`src/tcbn_pkg.sv`:
```
// Shared types, codes and helper functions of the tree center node.
`default_nettype none
package tcbn_pkg;

  localparam int MaxPorts  = 8;
  localparam int ValueBits = 16;

  // Input operation codes
  localparam logic [2:0] OP_START      = 3'd0;
  localparam logic [2:0] OP_ACTIVATE   = 3'd1;
  localparam logic [2:0] OP_SATURATION = 3'd2;
  localparam logic [2:0] OP_CENTER     = 3'd3;
  localparam logic [2:0] OP_TOKEN      = 3'd4;
  localparam logic [2:0] OP_YES        = 3'd5;
  localparam logic [2:0] OP_NO         = 3'd6;

  // Outgoing message kinds
  localparam logic [2:0] KIND_ACTIVATE   = 3'd0;
  localparam logic [2:0] KIND_SATURATION = 3'd1;
  localparam logic [2:0] KIND_CENTER     = 3'd2;
  localparam logic [2:0] KIND_TOKEN      = 3'd3;
  localparam logic [2:0] KIND_YES        = 3'd4;
  localparam logic [2:0] KIND_NO         = 3'd5;
  localparam logic [2:0] KIND_NONE       = 3'd6;

  typedef struct packed {
    logic       is_center;
    logic       bft_done;
    logic [7:0] children;
  } status_t;

  // One classified item: a broadcast over a port mask, then an optional single message
  typedef struct packed {
    logic [7:0]  mask;
    logic [2:0]  bkind;
    logic [15:0] bval;
    logic        ex_en;
    logic [2:0]  ekind;
    logic [2:0]  eport;
    logic [15:0] evalue;
    status_t     status;
  } job_t;

  // Saturating increment
  function automatic logic [15:0] inc16(input logic [15:0] v);
    inc16 = (v == 16'hFFFF) ? v : v + 16'd1;
  endfunction

  // Index of the lowest set bit
  function automatic logic [2:0] lowest_bit(input logic [7:0] m);
    logic [2:0] r;
    r = 3'd0;
    for (int i = 7; i >= 0; i--) begin
      if (m[i]) r = 3'(i);
    end
    lowest_bit = r;
  endfunction

endpackage
`default_nettype wire

```
`src/tcbn_front.sv`:
```
// Front end: accepts items, updates protocol state and classifies the messages to send.
`default_nettype none
module tcbn_front import tcbn_pkg::*; (
  input  wire logic        clk,
  input  wire logic        rst,
  input  wire logic        cfg_wen,
  input  wire logic [3:0]  cfg_wdata,
  input  wire logic        in_valid,
  output logic             in_stall,
  input  wire logic [2:0]  operation,
  input  wire logic [2:0]  arrival_port,
  input  wire logic [15:0] value,
  input  wire logic        q_full,
  output logic             q_push,
  output job_t             q_job
);

  logic [3:0]  port_count;
  logic [7:0]  pending_ports, pending_ports_next;
  logic [15:0] top_value, top_value_next, second_value, second_value_next;
  logic [2:0]  top_port, top_port_next, sat_parent_port, sat_parent_port_next;
  logic        available_flag, available_flag_next, active_flag, active_flag_next;
  logic        processing_flag, processing_flag_next, center_flag, center_flag_next;
  logic        tree_has_parent, tree_has_parent_next, tree_root, tree_root_next;
  logic [2:0]  tree_parent_port, tree_parent_port_next;
  logic [15:0] tree_level, tree_level_next;
  logic [3:0]  replies_expected, replies_expected_next;
  logic [7:0]  child_mask, child_mask_next;
  logic        done_flag, done_flag_next;

  logic [3:0]  n;
  logic [8:0]  full9;
  logic [7:0]  full, port_bit, rest;
  logic        port_ok;
  logic [15:0] abs_t, abs_s, diff;
  logic [2:0]  abs_p;
  job_t        job;

  assign in_stall = q_full;
  assign q_push   = in_valid && !q_full;
  assign q_job    = job;

  // Port set and folded maximum values
  always_comb begin
    n        = (port_count > 4'd8) ? 4'd8 : port_count;
    full9    = (9'd1 << n) - 9'd1;
    full     = full9[7:0];
    port_bit = 8'd1 << arrival_port;
    port_ok  = ({1'b0, arrival_port} < n);
    abs_t = top_value;
    abs_s = second_value;
    abs_p = top_port;
    if (top_value <= value) begin
      abs_s = top_value;
      abs_t = value;
      abs_p = arrival_port;
    end else if (second_value <= value) begin
      abs_s = value;
    end
    diff = (abs_t >= abs_s) ? abs_t - abs_s : 16'd0;
    rest = pending_ports & ~port_bit;
  end

  // Next state and job classification
  always_comb begin
    pending_ports_next    = pending_ports;
    top_value_next        = top_value;
    second_value_next     = second_value;
    top_port_next         = top_port;
    sat_parent_port_next  = sat_parent_port;
    available_flag_next   = available_flag;
    active_flag_next      = active_flag;
    processing_flag_next  = processing_flag;
    center_flag_next      = center_flag;
    tree_has_parent_next  = tree_has_parent;
    tree_root_next        = tree_root;
    tree_parent_port_next = tree_parent_port;
    tree_level_next       = tree_level;
    replies_expected_next = replies_expected;
    child_mask_next       = child_mask;
    done_flag_next        = done_flag;
    job        = '0;
    job.bkind  = KIND_ACTIVATE;
    job.ekind  = KIND_NONE;

    if (operation == OP_START || (operation == OP_ACTIVATE && port_ok)) begin
      // activation, acted on once
      if (available_flag) begin
        available_flag_next = 1'b0;
        job.mask  = (operation == OP_ACTIVATE) ? (full & ~port_bit) : full;
        job.bkind = KIND_ACTIVATE;
        pending_ports_next = full;
        if (n == 4'd1) begin
          job.ex_en  = 1'b1;
          job.ekind  = KIND_SATURATION;
          job.eport  = 3'd0;
          job.evalue = inc16(top_value);
          sat_parent_port_next = 3'd0;
          processing_flag_next = 1'b1;
        end else begin
          active_flag_next = 1'b1;
        end
      end
    end else if (port_ok) begin
      case (operation)
        OP_SATURATION, OP_CENTER: begin
          top_value_next    = abs_t;
          second_value_next = abs_s;
          top_port_next     = abs_p;
          if (operation == OP_SATURATION && active_flag) begin
            pending_ports_next = rest;
            if (rest != 8'd0 && (rest & (rest - 8'd1)) == 8'd0) begin
              job.ex_en  = 1'b1;
              job.ekind  = KIND_SATURATION;
              job.eport  = lowest_bit(rest);
              job.evalue = inc16(abs_t);
              sat_parent_port_next = lowest_bit(rest);
              processing_flag_next = 1'b1;
              active_flag_next     = 1'b0;
            end
          end else if (operation == OP_CENTER || processing_flag) begin
            // resolve
            if (diff == 16'd1) begin
              center_flag_next = 1'b1;
              if (abs_p != sat_parent_port) begin
                job.ex_en  = 1'b1;
                job.ekind  = KIND_CENTER;
                job.eport  = abs_p;
                job.evalue = inc16(abs_s);
              end
            end else if (diff > 16'd1) begin
              job.ex_en  = 1'b1;
              job.ekind  = KIND_CENTER;
              job.eport  = abs_p;
              job.evalue = inc16(abs_s);
            end else begin
              center_flag_next      = 1'b1;
              tree_has_parent_next  = 1'b1;
              tree_root_next        = 1'b1;
              tree_level_next       = 16'd0;
              child_mask_next       = 8'd0;
              replies_expected_next = n;
              job.mask  = full;
              job.bkind = KIND_TOKEN;
              job.bval  = 16'd0;
            end
          end
        end
        OP_TOKEN: begin
          if (!tree_has_parent || {1'b0, tree_level} > ({1'b0, value} + 17'd1)) begin
            // adopt the sender as parent
            tree_parent_port_next = arrival_port;
            child_mask_next       = 8'd0;
            tree_level_next       = inc16(value);
            tree_has_parent_next  = 1'b1;
            tree_root_next        = 1'b0;
            replies_expected_next = n - 4'd1;
            if (n == 4'd1) begin
              job.ex_en  = 1'b1;
              job.ekind  = KIND_YES;
              job.eport  = arrival_port;
              job.evalue = inc16(value);
            end else begin
              job.mask  = full & ~port_bit;
              job.bkind = KIND_TOKEN;
              job.bval  = inc16(value);
            end
          end else begin
            job.ex_en  = 1'b1;
            job.ekind  = KIND_NO;
            job.eport  = arrival_port;
            job.evalue = inc16(value);
          end
        end
        OP_YES: begin
          if (replies_expected != 4'd0) begin
            if ({1'b0, value} == ({1'b0, tree_level} + 17'd1)) begin
              child_mask_next = child_mask | port_bit;
            end
            replies_expected_next = replies_expected - 4'd1;
            if (replies_expected == 4'd1) begin
              if (!tree_root) begin
                job.ex_en  = 1'b1;
                job.ekind  = KIND_YES;
                job.eport  = tree_parent_port;
                job.evalue = tree_level;
              end else begin
                done_flag_next = 1'b1;
              end
            end
          end
        end
        default: begin
        end
      endcase
    end

    job.status.is_center = center_flag_next;
    job.status.bft_done  = done_flag_next;
    job.status.children  = child_mask_next;
  end

  // Configuration register
  always_ff @(posedge clk) begin
    if (rst) begin
      port_count <= 4'd1;
    end else if (cfg_wen) begin
      port_count <= cfg_wdata;
    end
  end

  // Protocol state
  always_ff @(posedge clk) begin
    if (rst) begin
      pending_ports    <= '0;
      top_value        <= '0;
      second_value     <= '0;
      top_port         <= '0;
      sat_parent_port  <= '0;
      available_flag   <= 1'b1;
      active_flag      <= 1'b0;
      processing_flag  <= 1'b0;
      center_flag      <= 1'b0;
      tree_has_parent  <= 1'b0;
      tree_root        <= 1'b0;
      tree_parent_port <= '0;
      tree_level       <= '0;
      replies_expected <= '0;
      child_mask       <= '0;
      done_flag        <= 1'b0;
    end else if (q_push) begin
      pending_ports    <= pending_ports_next;
      top_value        <= top_value_next;
      second_value     <= second_value_next;
      top_port         <= top_port_next;
      sat_parent_port  <= sat_parent_port_next;
      available_flag   <= available_flag_next;
      active_flag      <= active_flag_next;
      processing_flag  <= processing_flag_next;
      center_flag      <= center_flag_next;
      tree_has_parent  <= tree_has_parent_next;
      tree_root        <= tree_root_next;
      tree_parent_port <= tree_parent_port_next;
      tree_level       <= tree_level_next;
      replies_expected <= replies_expected_next;
      child_mask       <= child_mask_next;
      done_flag        <= done_flag_next;
    end
  end

endmodule
`default_nettype wire

```
`src/tcbn_queue.sv`:
```
// Two-entry job queue between the front end and the message sender.
`default_nettype none
module tcbn_queue import tcbn_pkg::*; (
  input  wire logic clk,
  input  wire logic rst,
  input  wire logic push,
  input  wire job_t push_job,
  output logic      full,
  output logic      empty,
  input  wire logic pop,
  output job_t      head
);

  job_t       mem [2];
  logic       wr_ptr, rd_ptr;
  logic [1:0] count;

  assign full  = (count == 2'd2);
  assign empty = (count == 2'd0);
  assign head  = mem[rd_ptr];

  // Storage
  always_ff @(posedge clk) begin
    if (push) begin
      mem[wr_ptr] <= push_job;
    end
  end

  // Pointers and fill count
  always_ff @(posedge clk) begin
    if (rst) begin
      wr_ptr <= 1'b0;
      rd_ptr <= 1'b0;
      count  <= 2'd0;
    end else begin
      if (push) wr_ptr <= ~wr_ptr;
      if (pop)  rd_ptr <= ~rd_ptr;
      count <= count + {1'b0, push} - {1'b0, pop};
    end
  end

endmodule
`default_nettype wire

```
`src/tcbn_back.sv`:
```
// Back end: expands one job into result transfers, one per cycle while out_stall is low, into an output register.
`default_nettype none
module tcbn_back import tcbn_pkg::*; (
  input  wire logic   clk,
  input  wire logic   rst,
  input  wire logic   q_empty,
  input  wire job_t   q_head,
  output logic        q_pop,
  output logic        out_valid,
  input  wire logic   out_stall,
  output logic [2:0]  out_kind,
  output logic [2:0]  out_port,
  output logic [15:0] out_value,
  output logic        last,
  output logic        is_center,
  output logic        bft_done,
  output logic [7:0]  tree_children
);

  logic       busy;
  job_t       cur;
  logic [7:0] rem, rem_after;
  logic       ex_pend, none_pend;
  logic       load_out;
  logic [2:0] low;

  assign q_pop     = !busy && !q_empty;
  assign load_out  = busy && (!out_valid || !out_stall);
  assign low       = lowest_bit(rem);
  assign rem_after = rem & ~(8'd1 << low);

  always_ff @(posedge clk) begin
    if (rst) begin
      busy      <= 1'b0;
      out_valid <= 1'b0;
    end else begin
      // drop valid once the receiver takes the result and nothing new is loaded
      if (out_valid && !out_stall && !load_out) out_valid <= 1'b0;
      if (q_pop) begin
        // take the next job
        busy      <= 1'b1;
        cur       <= q_head;
        rem       <= q_head.mask;
        ex_pend   <= q_head.ex_en;
        none_pend <= (q_head.mask == 8'd0) && !q_head.ex_en;
      end else if (load_out) begin
        out_valid     <= 1'b1;
        is_center     <= cur.status.is_center;
        bft_done      <= cur.status.bft_done;
        tree_children <= cur.status.children;
        if (rem != 8'd0) begin
          out_kind  <= cur.bkind;
          out_port  <= low;
          out_value <= cur.bval;
          last      <= (rem_after == 8'd0) && !ex_pend;
          rem       <= rem_after;
          if (rem_after == 8'd0 && !ex_pend) busy <= 1'b0;
        end else if (ex_pend) begin
          out_kind  <= cur.ekind;
          out_port  <= cur.eport;
          out_value <= cur.evalue;
          last      <= 1'b1;
          ex_pend   <= 1'b0;
          busy      <= 1'b0;
        end else begin
          out_kind  <= KIND_NONE;
          out_port  <= 3'd0;
          out_value <= 16'd0;
          last      <= 1'b1;
          none_pend <= 1'b0;
          busy      <= !none_pend;
        end
      end
    end
  end

endmodule
`default_nettype wire

```
`src/tree_center_bft_node.sv`:
```
// Top level of the tree center / breadth-first tree node.
// Usage:
//   Input channel (in_valid/in_stall) carries one event per transfer: operation,
//   arrival_port and value. The front end classifies it in the accept cycle and
//   queues a job in a two-entry queue, so it stalls only when that queue is full.
//   Output channel (out_valid/out_stall) carries one outgoing message per
//   transfer; last marks the final result of an event, and the status fields
//   (is_center, bft_done, tree_children) show the state after that event.
//   An event yields one to eight results; an event with no message yields a
//   single result of kind none.
//   With an idle node, an event passes from the input through a queue entry
//   and the back end's job register into the output register.
//   Throughput: one result per cycle while out_stall is low, set by the back
//   end's port walk; it takes a new job only once the last result of its
//   current job is loaded. The user writes port_count through cfg_wen/cfg_wdata
//   only while the node is idle; the node does not enforce this. Reset (rst,
//   synchronous) clears the protocol state and port_count to 1.
//   When the receiver stalls, the output register holds its result and the
//   queue absorbs up to two more events before in_stall rises.
`default_nettype none
module tree_center_bft_node import tcbn_pkg::*; (
  input  wire logic        clk,
  input  wire logic        rst,
  input  wire logic        cfg_wen,
  input  wire logic [3:0]  cfg_wdata,
  input  wire logic        in_valid,
  output logic             in_stall,
  input  wire logic [2:0]  operation,
  input  wire logic [2:0]  arrival_port,
  input  wire logic [15:0] value,
  output logic             out_valid,
  input  wire logic        out_stall,
  output logic [2:0]       out_kind,
  output logic [2:0]       out_port,
  output logic [15:0]      out_value,
  output logic             last,
  output logic             is_center,
  output logic             bft_done,
  output logic [7:0]       tree_children
);

  logic q_full, q_empty, q_push, q_pop;
  job_t push_job, head_job;

  tcbn_front u_front (
    .clk, .rst, .cfg_wen, .cfg_wdata, .in_valid, .in_stall,
    .operation, .arrival_port, .value,
    .q_full, .q_push, .q_job(push_job)
  );

  tcbn_queue u_queue (
    .clk, .rst, .push(q_push), .push_job, .full(q_full), .empty(q_empty),
    .pop(q_pop), .head(head_job)
  );

  tcbn_back u_back (
    .clk, .rst, .q_empty, .q_head(head_job), .q_pop,
    .out_valid, .out_stall, .out_kind, .out_port, .out_value, .last,
    .is_center, .bft_done, .tree_children
  );

endmodule
`default_nettype wire
```
`config.mk`:
```
export PLATFORM = sky130hd
export DESIGN_NAME = tree_center_bft_node
export DESIGN_NICKNAME = d
export VERILOG_FILES = /design/src/tcbn_pkg.sv /design/src/tcbn_front.sv /design/src/tcbn_queue.sv /design/src/tcbn_back.sv /design/src/tree_center_bft_node.sv
export SDC_FILE = /design/constraint.sdc
export NUM_CORES = 1
export LEC_CHECK = 0
export BUFFER_PORTS_ARGS = -buffer_cell sky130_fd_sc_hd__buf_2
export CORE_UTILIZATION = 60
export DETAILED_ROUTE_END_ITERATION = 6
export HOLD_SLACK_MARGIN = 0.02
export PLACE_DENSITY_LB_ADDON = 0.1
export SETUP_SLACK_MARGIN = 0.4
export SYNTH_ARGS = -nofsm -noshare
export SYNTH_HDL_FRONTEND = slang
export SYNTH_SLANG_ARGS = --single-unit
```
`constraint.sdc`:
```
create_clock -name clk -period 19.35 [get_ports clk]
set_input_delay 0.9675 -clock clk [delete_from_list [all_inputs] [get_ports clk]]
set_output_delay 0.9675 -clock clk [all_outputs]
set_load 0.005 [all_outputs]
```
== Word level (Yosys, flattened, before mapping) ==
Memories as Yosys holds them, arrays and structs flattened. A register that Yosys moved wholly into a read port is not among the register bits.
Cells that the tools add are included.
W data, S select, Z words.

* Add/subtract/negate cells: 13
* Order comparisons: 7
* Equality and inequality tests: 27
* Shift-type cells: 3
* Muxes and demuxes: 150
* Bitwise operators: 12
* Reduce and logical (&&, ||, !) cells: 55

{| class="wikitable"
|+ Operator list
! operator !! number
|-
| $mux W23 || 13
|-
| $mux W16 || 16
|-
| $mux W8 || 18
|-
| $mux W27 || 5
|-
| $mux W50 || 2
|-
| $mux W3 || 28
|-
| $pmux W23 S3 || 1
|-
| $add A16 B1 Y16 const B || 4
|-
| $eq A16 B16 Y1 const B || 4
|-
| $pmux W27 S2 || 1
|-
| $mux W1 || 52
|-
| $add A16 B1 Y17 const B || 2
|-
| $and A8 B8 Y8 || 4
|-
| $le A16 B16 Y1 || 2
|-
| $pmux W16 S2 || 1
|-
| $mux W4 || 7
|-
| $logic_not A8 Y1 || 3
|-
| $pmux W8 S3 || 1
|-
| $mux W11 || 2
|-
| $eq A16 B17 Y1 || 1
|-
| $gt A16 B17 Y1 || 1
|-
| $eq A16 B1 Y1 const B || 1
|-
| $ge A16 B16 Y1 || 1
|-
| $gt A16 B1 Y1 const B || 1
|-
| 40 further kinds || 96
|}

* Register bits after elaboration: 188
* Bits in writable memories: 120
* Input port bits: 31
* Memories: 1

{| class="wikitable"
|+ Memories
! memory !! words !! bits a word !! read ports !! clocked after Yosys merged registers in !! wr ports !! RTL line !! text
|-
| u_queue.mem || 2 || 60 || 1 || 1 || 1 || tcbn_queue.sv:14 || <nowiki>job_t mem [2];</nowiki>
|}

== Longest topological paths before layout ==
Gate-level depths: netlist of the first run.

* Depth in word-level cells: 17
* Depth in mapped cells: 29
* Gate-level depth less buffers: 23

== Modules after synthesis ==
From an unflattened synthesis of the first run, not the netlist that was laid out.

* Cell total of the unflattened synthesis: 1950
* Area total of the unflattened synthesis: 18866.8 µm²

{| class="wikitable"
|+ Modules (own cells, without submodules)
! module !! instances !! cells each !! area each (µm²) !! sequential area each (µm²)
|-
| tcbn_front || 1 || 1505 || 10442.5 || 1761.7
|-
| tcbn_queue || 1 || 208 || 4852.2 || 3703.6
|-
| tcbn_back || 1 || 237 || 3572.2 || 2862.7
|}

== Least setup slack after synthesis of the first run ==
No wires, ideal clock.

* Kind: input to register
* Start: input value[11]
* End: memory u_queue.mem[0][10] (netlist bit), data pin
* Setup time: 264 ps
* Arrival time: 6755 ps
* Required time: 19086 ps
* Slack: 12330 ps
* Stages on the path: 25
* Path buffers: 4
* Cell sequence: clkbuf_1 -> inv_1 -> ha_1 -> a21oi_1 -> nor2_1 -> or3_4 -> o31ai_4 -> buf_2 -> mux2_2 -> mux2i_1 -> ha_1 -> clkbuf_1 -> a21o_1 -> a21o_1 -> and2_1 -> o21ai_0 -> or3b_2 -> a21o_1 -> mux2i_1 -> o211ai_1 -> nor4b_1 -> a31oi_1 -> buf_2 -> a221oi_1 -> nor2_1

{| class="wikitable"
|+ RTL lines
! item !! RTL line !! text
|-
| from (decl) || tree_center_bft_node.sv:30 || <nowiki>input wire logic [15:0] value,</nowiki>
|-
| to (decl) || tcbn_queue.sv:14 ||
|}

==> results.ini, run 1 <==
[clocking]
cts_inserted_buffers = 31
clkTransAtPathRegs_ns = 0.06
clk_latency_ns = 0.60
cts_tree = done
cts-root-buf = clkbuf_16
holdBufCountCts = 0
cts_resized = 0
postCtsSetupRepairBufs = 0
cts.sinks = 303
clockBufferDepth = 3
h-tree-depth = 1

[route]
firstDrtPassIters = 6
vias = 15609
wl_met2_um = 25500
drt_iter0_markers = 1804
drt-met1-wl_um = 23100
antenna_left = 0
dr_wl_met3_um = 4720
post_drt_wl_per_cell_um = 23.8
highest_layer = met4
drc = 0
viasPerCell = 6.64
finalWirelength_um = 55900

[critical_path]
cp-start-kind = input port
reg2reg_slack_ns = 11.79
reg2regPathDepth = 22
worstSetupPathType = input port to flip-flop
rr_endpoint = u_queue.mem[1][4]$_DFFE_PP_
rr_startpoint = u_front.top_value[12]$_SDFFE_PP0P_
cp.arrival_ns = 8.04
worst-path-max-fanout = 25
endpoint_kind = flip-flop
endpoint = u_queue.mem[1][4]$_DFFE_PP_
crit_path_start = value[15]
crit_required_ns = 19.60

[place]
gp_congestion = 1.00
dp.final_hpwl_um = 41200
portBuffers = 65
pre_cts_ws_ns = 11.15
placed_cell_area_um2 = 18800
dp.cells = 2293

[power_and_ir_drop]
seq_power_share = 0.461
p_sw_mw = 0.592
p_leak_nw = 7.27
pwr-share-clk = 0.305
internal_power_mw = 1.28
swShare = 0.316
p_total_mw = 1.87
ir_drop_mv = 0.0621
power_density_nw_per_um2 = 94.8
comb_power_share = 0.234

[timing]
fmax_ghz = 0.128
finalSetupTns_ns = 0
skew_ns = 0.0344
period_share = 0.403
slew_violations = 0
rsz0062_at_grt = false
worst_pin_slew_ns = 1.25
finalHoldViolations = 0
setup_slack_ns = 11.56
slew_headroom = 0.158
setup_viol = 0
fin_crit_ns = 7.79

[synthesis]
ys_top_cells_by_count = 208 x edfxtp_1, 190 x nor2_1, 175 x a21oi_1, 175 x nand2_1, 95 x dfxtp_1
synth_top_area_share = 0.344
avgSynthCellArea_um2 = 9.48
yosysWarnings = 0
async_flop_share = 0
synthesis.area_um2 = 18200
yosys_register_bits = 303
synth_flop_cell = edfxtp_1
syn_inst = 1916
ys_seq_area_frac = 0.448
synth_most_common_cell = edfxtp_1
ys_top_cells_by_area = edfxtp_1 34%, dfxtp_1 10%, ha_1 5.6%
syn_nets = 2029
synth_edf_count = 208
synth_cell_types = 88
yosysTopAreaCell = edfxtp_1

[floorplanning]
chipWidth_um = 176
die-area_um2 = 31000
ios = 66
initial_core_util = 0.611
core-area_um2 = 29700
num_rows = 63
die_h_um = 176

[cells_and_area]
antenna_cells = 0
syn_to_final_growth_pct = 8.75
fillers = 2338
fin_area_um2 = 19800
fin_cells = 2351
fin_nets = 2049
drive_gt1_frac = 0.124

[grt]
grt_pass1_vias = 14657
grt_pass1_wl_um = 85000
grt.total_usage = 0.358
overflow = 0
grt_max_degree = 89
antenna_found_initial = 0

[job]
maxCapViolCount = 0

[min_path]
holdCritPathClass = flip-flop to flip-flop

[run_status]
outcome = finished, final reports clean

==> final cells by class <==
cell class,instances,area (um^2),share of cell area
tap,390,488,0.0247
timing repair buffer,91,520,0.0263
multi-input combinational,1429,9340,0.473
clock buffer,40,810,0.0410
inverter,80,300,0.0152
sequential,303,8150,0.412
clock inverter,18,148,0.00747
==> stage by stage <==
stage                      util  hold WS [ns]
after floorplan               -         0.400
after global placement    0.633         0.400
after detailed placement  0.633         0.406
after CTS                 0.665         0.420
after global routing      0.665         0.423
final                     0.665         0.423
==> cells in the final DEF, fill, tap and decap left out, types with 7 or more instances in the layout <==
cell type and count:
o21a_1 9, clkbuf_16 31, or2_2 11, o22ai_1 13, nor4_1 15, nand2b_1 14
o21bai_1 8, mux2_2 63, a211oi_1 29, a221oi_1 9, a22o_1 8, and2_1 19
a221o_1 7, nor2_1 187, o31ai_1 12, and3_1 24, mux2i_1 47, clkbuf_1 9
nand4_1 18, o211ai_1 27, o21ai_0 87, a31oi_1 11, xor2_1 21, nor2b_1 17
a21oi_1 175, ha_1 82, xnor2_1 60, edfxtp_1 208, buf_2 65, a21o_1 22
nand2_1 175, nand3_1 72, a22oi_1 24, nor3_1 44, or3_1 10, dfxtp_1 94
buf_4 26, inv_1 79
==> kinds of logic after synthesis <==
group | Yosys count | synth area share
adder cells (fa/ha/maj) | 83 | 0.0570
AO/OA/AOI/OAI | 507 | 0.182
flip-flops | 303 | 0.448
buffers and inverters | 184 | 0.0390
multiplexers | 110 | 0.0649
AND/OR/NAND/NOR | 648 | 0.170
XOR/XNOR | 81 | 0.0390
==> worst min path at each step <==
| stage | startpoint | to | cells after the start |
|---|---|---|---|
| 3_3_place_gp | u_back.cur[3]$_DFFE_PP_ | u_back.tree_children[3]$_DFFE_PP_ | 0 |
| 3_5_place_dp | u_back.cur[7]$_DFFE_PP_ | u_back.tree_children[7]$_DFFE_PP_ | 0 |
| 5_1_grt | u_back.cur[1]$_DFFE_PP_ | u_back.tree_children[1]$_DFFE_PP_ | 0 |
| 6_report | u_back.cur[7]$_DFFE_PP_ | u_back.tree_children[7]$_DFFE_PP_ | 0 |
| 2_1_floorplan | u_back.cur[8]$_DFFE_PP_ | u_back.bft_done$_DFFE_PP_ | 0 |
| 4_1_cts | u_back.cur[1]$_DFFE_PP_ | u_back.tree_children[1]$_DFFE_PP_ | 0 |
==> worst max-delay path, stage by stage <==
cell       delay (ns)
buf_2            0.19
inv_1            0.10
ha_1             0.32
nand4_1          0.20
nor4_2           0.43
a22oi_1          0.16
and2_1           0.35
nor2_4           0.72
nor2_1           0.08
a21oi_1          0.48
inv_1            0.10
ha_1             0.44
a21o_1           0.26
a21o_1           0.18
a21oi_1          0.29
o21bai_1         0.13
a41o_1           0.27
o31ai_1          0.43
mux2_2           0.41
a2111oi_4        0.39
a31oi_1          0.15
buf_4            0.25
and4b_1          0.55
nor3_1           0.16
==> per-layer routing <==
metal / GRT usage / up-vias
met5: 0 / -
met1: 0.491 / 7500
met4: 0.149 / 0
li1: - / 7101
met2: 0.577 / 853
met3: 0.0401 / 155
==> flip-flops by register name, summed over array words and instances (netlist names), 4 cells and up, named ones only <==
signal                    flops
u_queue.mem                 116
u_back.cur                   49
u_back.out_value             16
u_front.second_value         16
u_front.top_value            16
u_front.tree_level           16
u_back.rem                    8
u_back.tree_children          8
u_front.child_mask            8
u_front.pending_ports         8
u_front.port_count            4
u_front.replies_expected      4
==> power groups by stage <==
stage	registers, mW	clock network [mW]	logic [mW]
after global placement	0.866	0	0.417
after detailed placement	0.873	0	0.428
after CTS	0.862	0.576	0.434
final	0.863	0.572	0.438
after floorplan	0.856	0	0.306
after global routing	0.870	0.597	0.476
Note: power is estimated with default switching activity, not from simulation.
==> inputs of run 2 (changes only) <==
--- a/config.mk
+++ b/config.mk
@@ -6,7 +6,7 @@
 export NUM_CORES = 1
 export LEC_CHECK = 0
 export BUFFER_PORTS_ARGS = -buffer_cell sky130_fd_sc_hd__buf_2
-export CORE_UTILIZATION = 60
+export CORE_UTILIZATION = 57
 export DETAILED_ROUTE_END_ITERATION = 6
 export HOLD_SLACK_MARGIN = 0.02
 export PLACE_DENSITY_LB_ADDON = 0.1
==> constraint.sdc (replaced) <==
create_clock -name clk -period 6.92 [get_ports clk]
set_input_delay 0.346 -clock clk [delete_from_list [all_inputs] [get_ports clk]]
set_output_delay 0.346 -clock clk [all_outputs]
set_load 0.005 [all_outputs]
==> results.ini, run 2 (same netlist as run 1, synthesis figures left out) <==
[cells_and_area]
drive_gt1_frac = 0.149
fin_nets = 2094
top_regs = u_queue.mem (116), u_back.cur (49)
mostFrequentLayoutCells = 208 x edfxtp_1, 187 x nor2_1, 174 x a21oi_1
seq_area_um2 = 8150
antenna_cells = 0
largest_register_ffs = 116
syn_to_final_growth_pct = 11.2
multiInputGateArea_um2 = 9390
largest-register = u_queue.mem
final_common_cell = edfxtp_1
fillers = 2607

[place]
dp.final_hpwl_um = 41400
pre_cts_ws_ns = 0.321
portBuffers = 65
gp_congestion = 1.04

[clocking]
cts_tree = done
clockBufferDepth = 3
cts_inserted_buffers = 31
clk_latency_ns = 0.56
h-tree-depth = 1
cts-root-buf = clkbuf_16
clkTransAtPathRegs_ns = 0.07
cts.sinks = 303

[critical_path]
cp.arrival_ns = 6.50
worst-path-max-fanout = 9
max_stage_delay_ns = 0.56
endpoint_kind = flip-flop
crit_required_ns = 7.19
slowest_stage = a2111oi_1
cp-start-kind = flip-flop
worstSetupPathType = flip-flop to flip-flop
cp_cell_sequence = ha_1 > nand4_2 > nor2_1 > or3_4 > o31ai_4 > buf_4 > mux2_2 > mux2i_1 > ha_1 > a21o_1 > a21o_1 > a21oi_1 > xnor2_1 > or4_1 > mux2i_1 > o211ai_1 > nor4b_1 > buf_4 > a31oi_1 > a2111oi_1 > o21ai_1

[grt]
grt_pass1_vias = 14472
grt_pass1_wl_um = 84700
grt_max_degree = 65
overflow = 0
grt.total_usage = 0.334
antenna_found_initial = 0

[route]
firstDrtPassIters = 5
drc = 0
finalWirelength_um = 54900
post_drt_wl_per_cell_um = 22.8
drt_iter0_markers = 1596
viasPerCell = 6.41
antenna_left = 0
vias = 15433

[timing]
slew_headroom = 0.232
finalSetupTns_ns = 0
finalHoldViolations = 0
slew_violations = 0
setup_slack_ns = 0.692
period_share = 0.900
fmax_ghz = 0.161
rsz0062_at_grt = false
worst_pin_slew_ns = 1.15
skew_ns = 0.0226
fin_crit_ns = 6.23
setup_viol = 0

[floorplanning]
core-area_um2 = 31500
chipWidth_um = 181
initial_core_util = 0.577
die_h_um = 181
die-area_um2 = 32600
ios = 66
num_rows = 65

[job]
maxCapViolCount = 0

[min_path]
holdCritPathClass = input port to flip-flop

[power_and_ir_drop]
power_density_nw_per_um2 = 262
ir_drop_mv = 0.203
p_leak_nw = 7.53

[run_status]
outcome = finished, final reports clean

==> run 2: path summary, 6_finish.rpt <==
kind	from	endpoint	slack (ns)	cells after the start
hold / removal	cfg_wdata[1]	u_front.port_count[1]$_SDFFE_PP0P_	0.05	3
setup / recovery	u_front.second_value[13]$_SDFFE_PP0P_	u_queue.mem[1][32]$_DFFE_PP_	0.69	21
setup reg to reg	u_front.second_value[13]$_SDFFE_PP0P_	u_queue.mem[1][32]$_DFFE_PP_	0.69	21
hold reg to reg	u_back.cur[3]$_DFFE_PP_	u_back.tree_children[3]$_DFFE_PP_	0.42	0
==> run 2: repair_timing <==
| item | CTS | global route |
|---|---|---|
| gates resized for setup | 0 | 12 |
| endpoints found under the setup margin | 0 | 107 |
| hold buffers | 1 | 0 |
| hold endpoints to repair | 1 | 0 |
| setup buffers | 0 | 1 |
==> run 2: metal layers <==
layer / track usage / vias up / share of wire
li1: - / 7193 / -
met5: 0 / - / 0
met3: 0.0354 / 101 / 0.076
met1: 0.482 / 7468 / 0.44
met2: 0.526 / 671 / 0.45
met4: 0.111 / 0 / 0.033
==> run 2: final cells by class <==
type                            count  area share
Clock inverter                     13     0.00669
Timing Repair Buffer              135      0.0422
Clock buffer                       44      0.0433
Multi-Input combinational cell   1430       0.465
Tap cell                          402      0.0249
Sequential cell                   303       0.403
Inverter                           80      0.0149
==> run 2: critical path: cells and delay by family, from the launching register on <==
family	cells	cell delay [ns]
AOI/OAI and AO/OA	8	2.28
and+or+nand+nor	5	1.43
muxes	3	0.72
adders and majority gates	2	0.56
buffers and inverters	2	0.44
DFF	1	0.39
xor gates and xnor gates	1	0.11
==> run 2: per-stage QoR <==
| stage | utilization | area (um^2) | hold WS [ns] | total power [mW] | cells |
|---|---|---|---|---|---|
| global route | 0.642 | 20200 | 0.0434 | 5.52 | 2407 |
| floorplan | - | 18200 | 0.400 | 3.25 | 1916 |
| global placement | 0.608 | 19100 | 0.402 | 3.63 | 2347 |
| detailed placement | 0.608 | 19100 | 0.405 | 3.65 | 2347 |
| CTS | 0.640 | 20200 | 0.0223 | 5.30 | 2405 |
| finish | 0.642 | 20200 | 0.0450 | 5.29 | 2407 |
==> run 2: report_power, final <==
group,internal [mW],switching (mW)
Combinational,0.465,0.781
Sequential,2.27,0.126
Clock,0.955,0.696
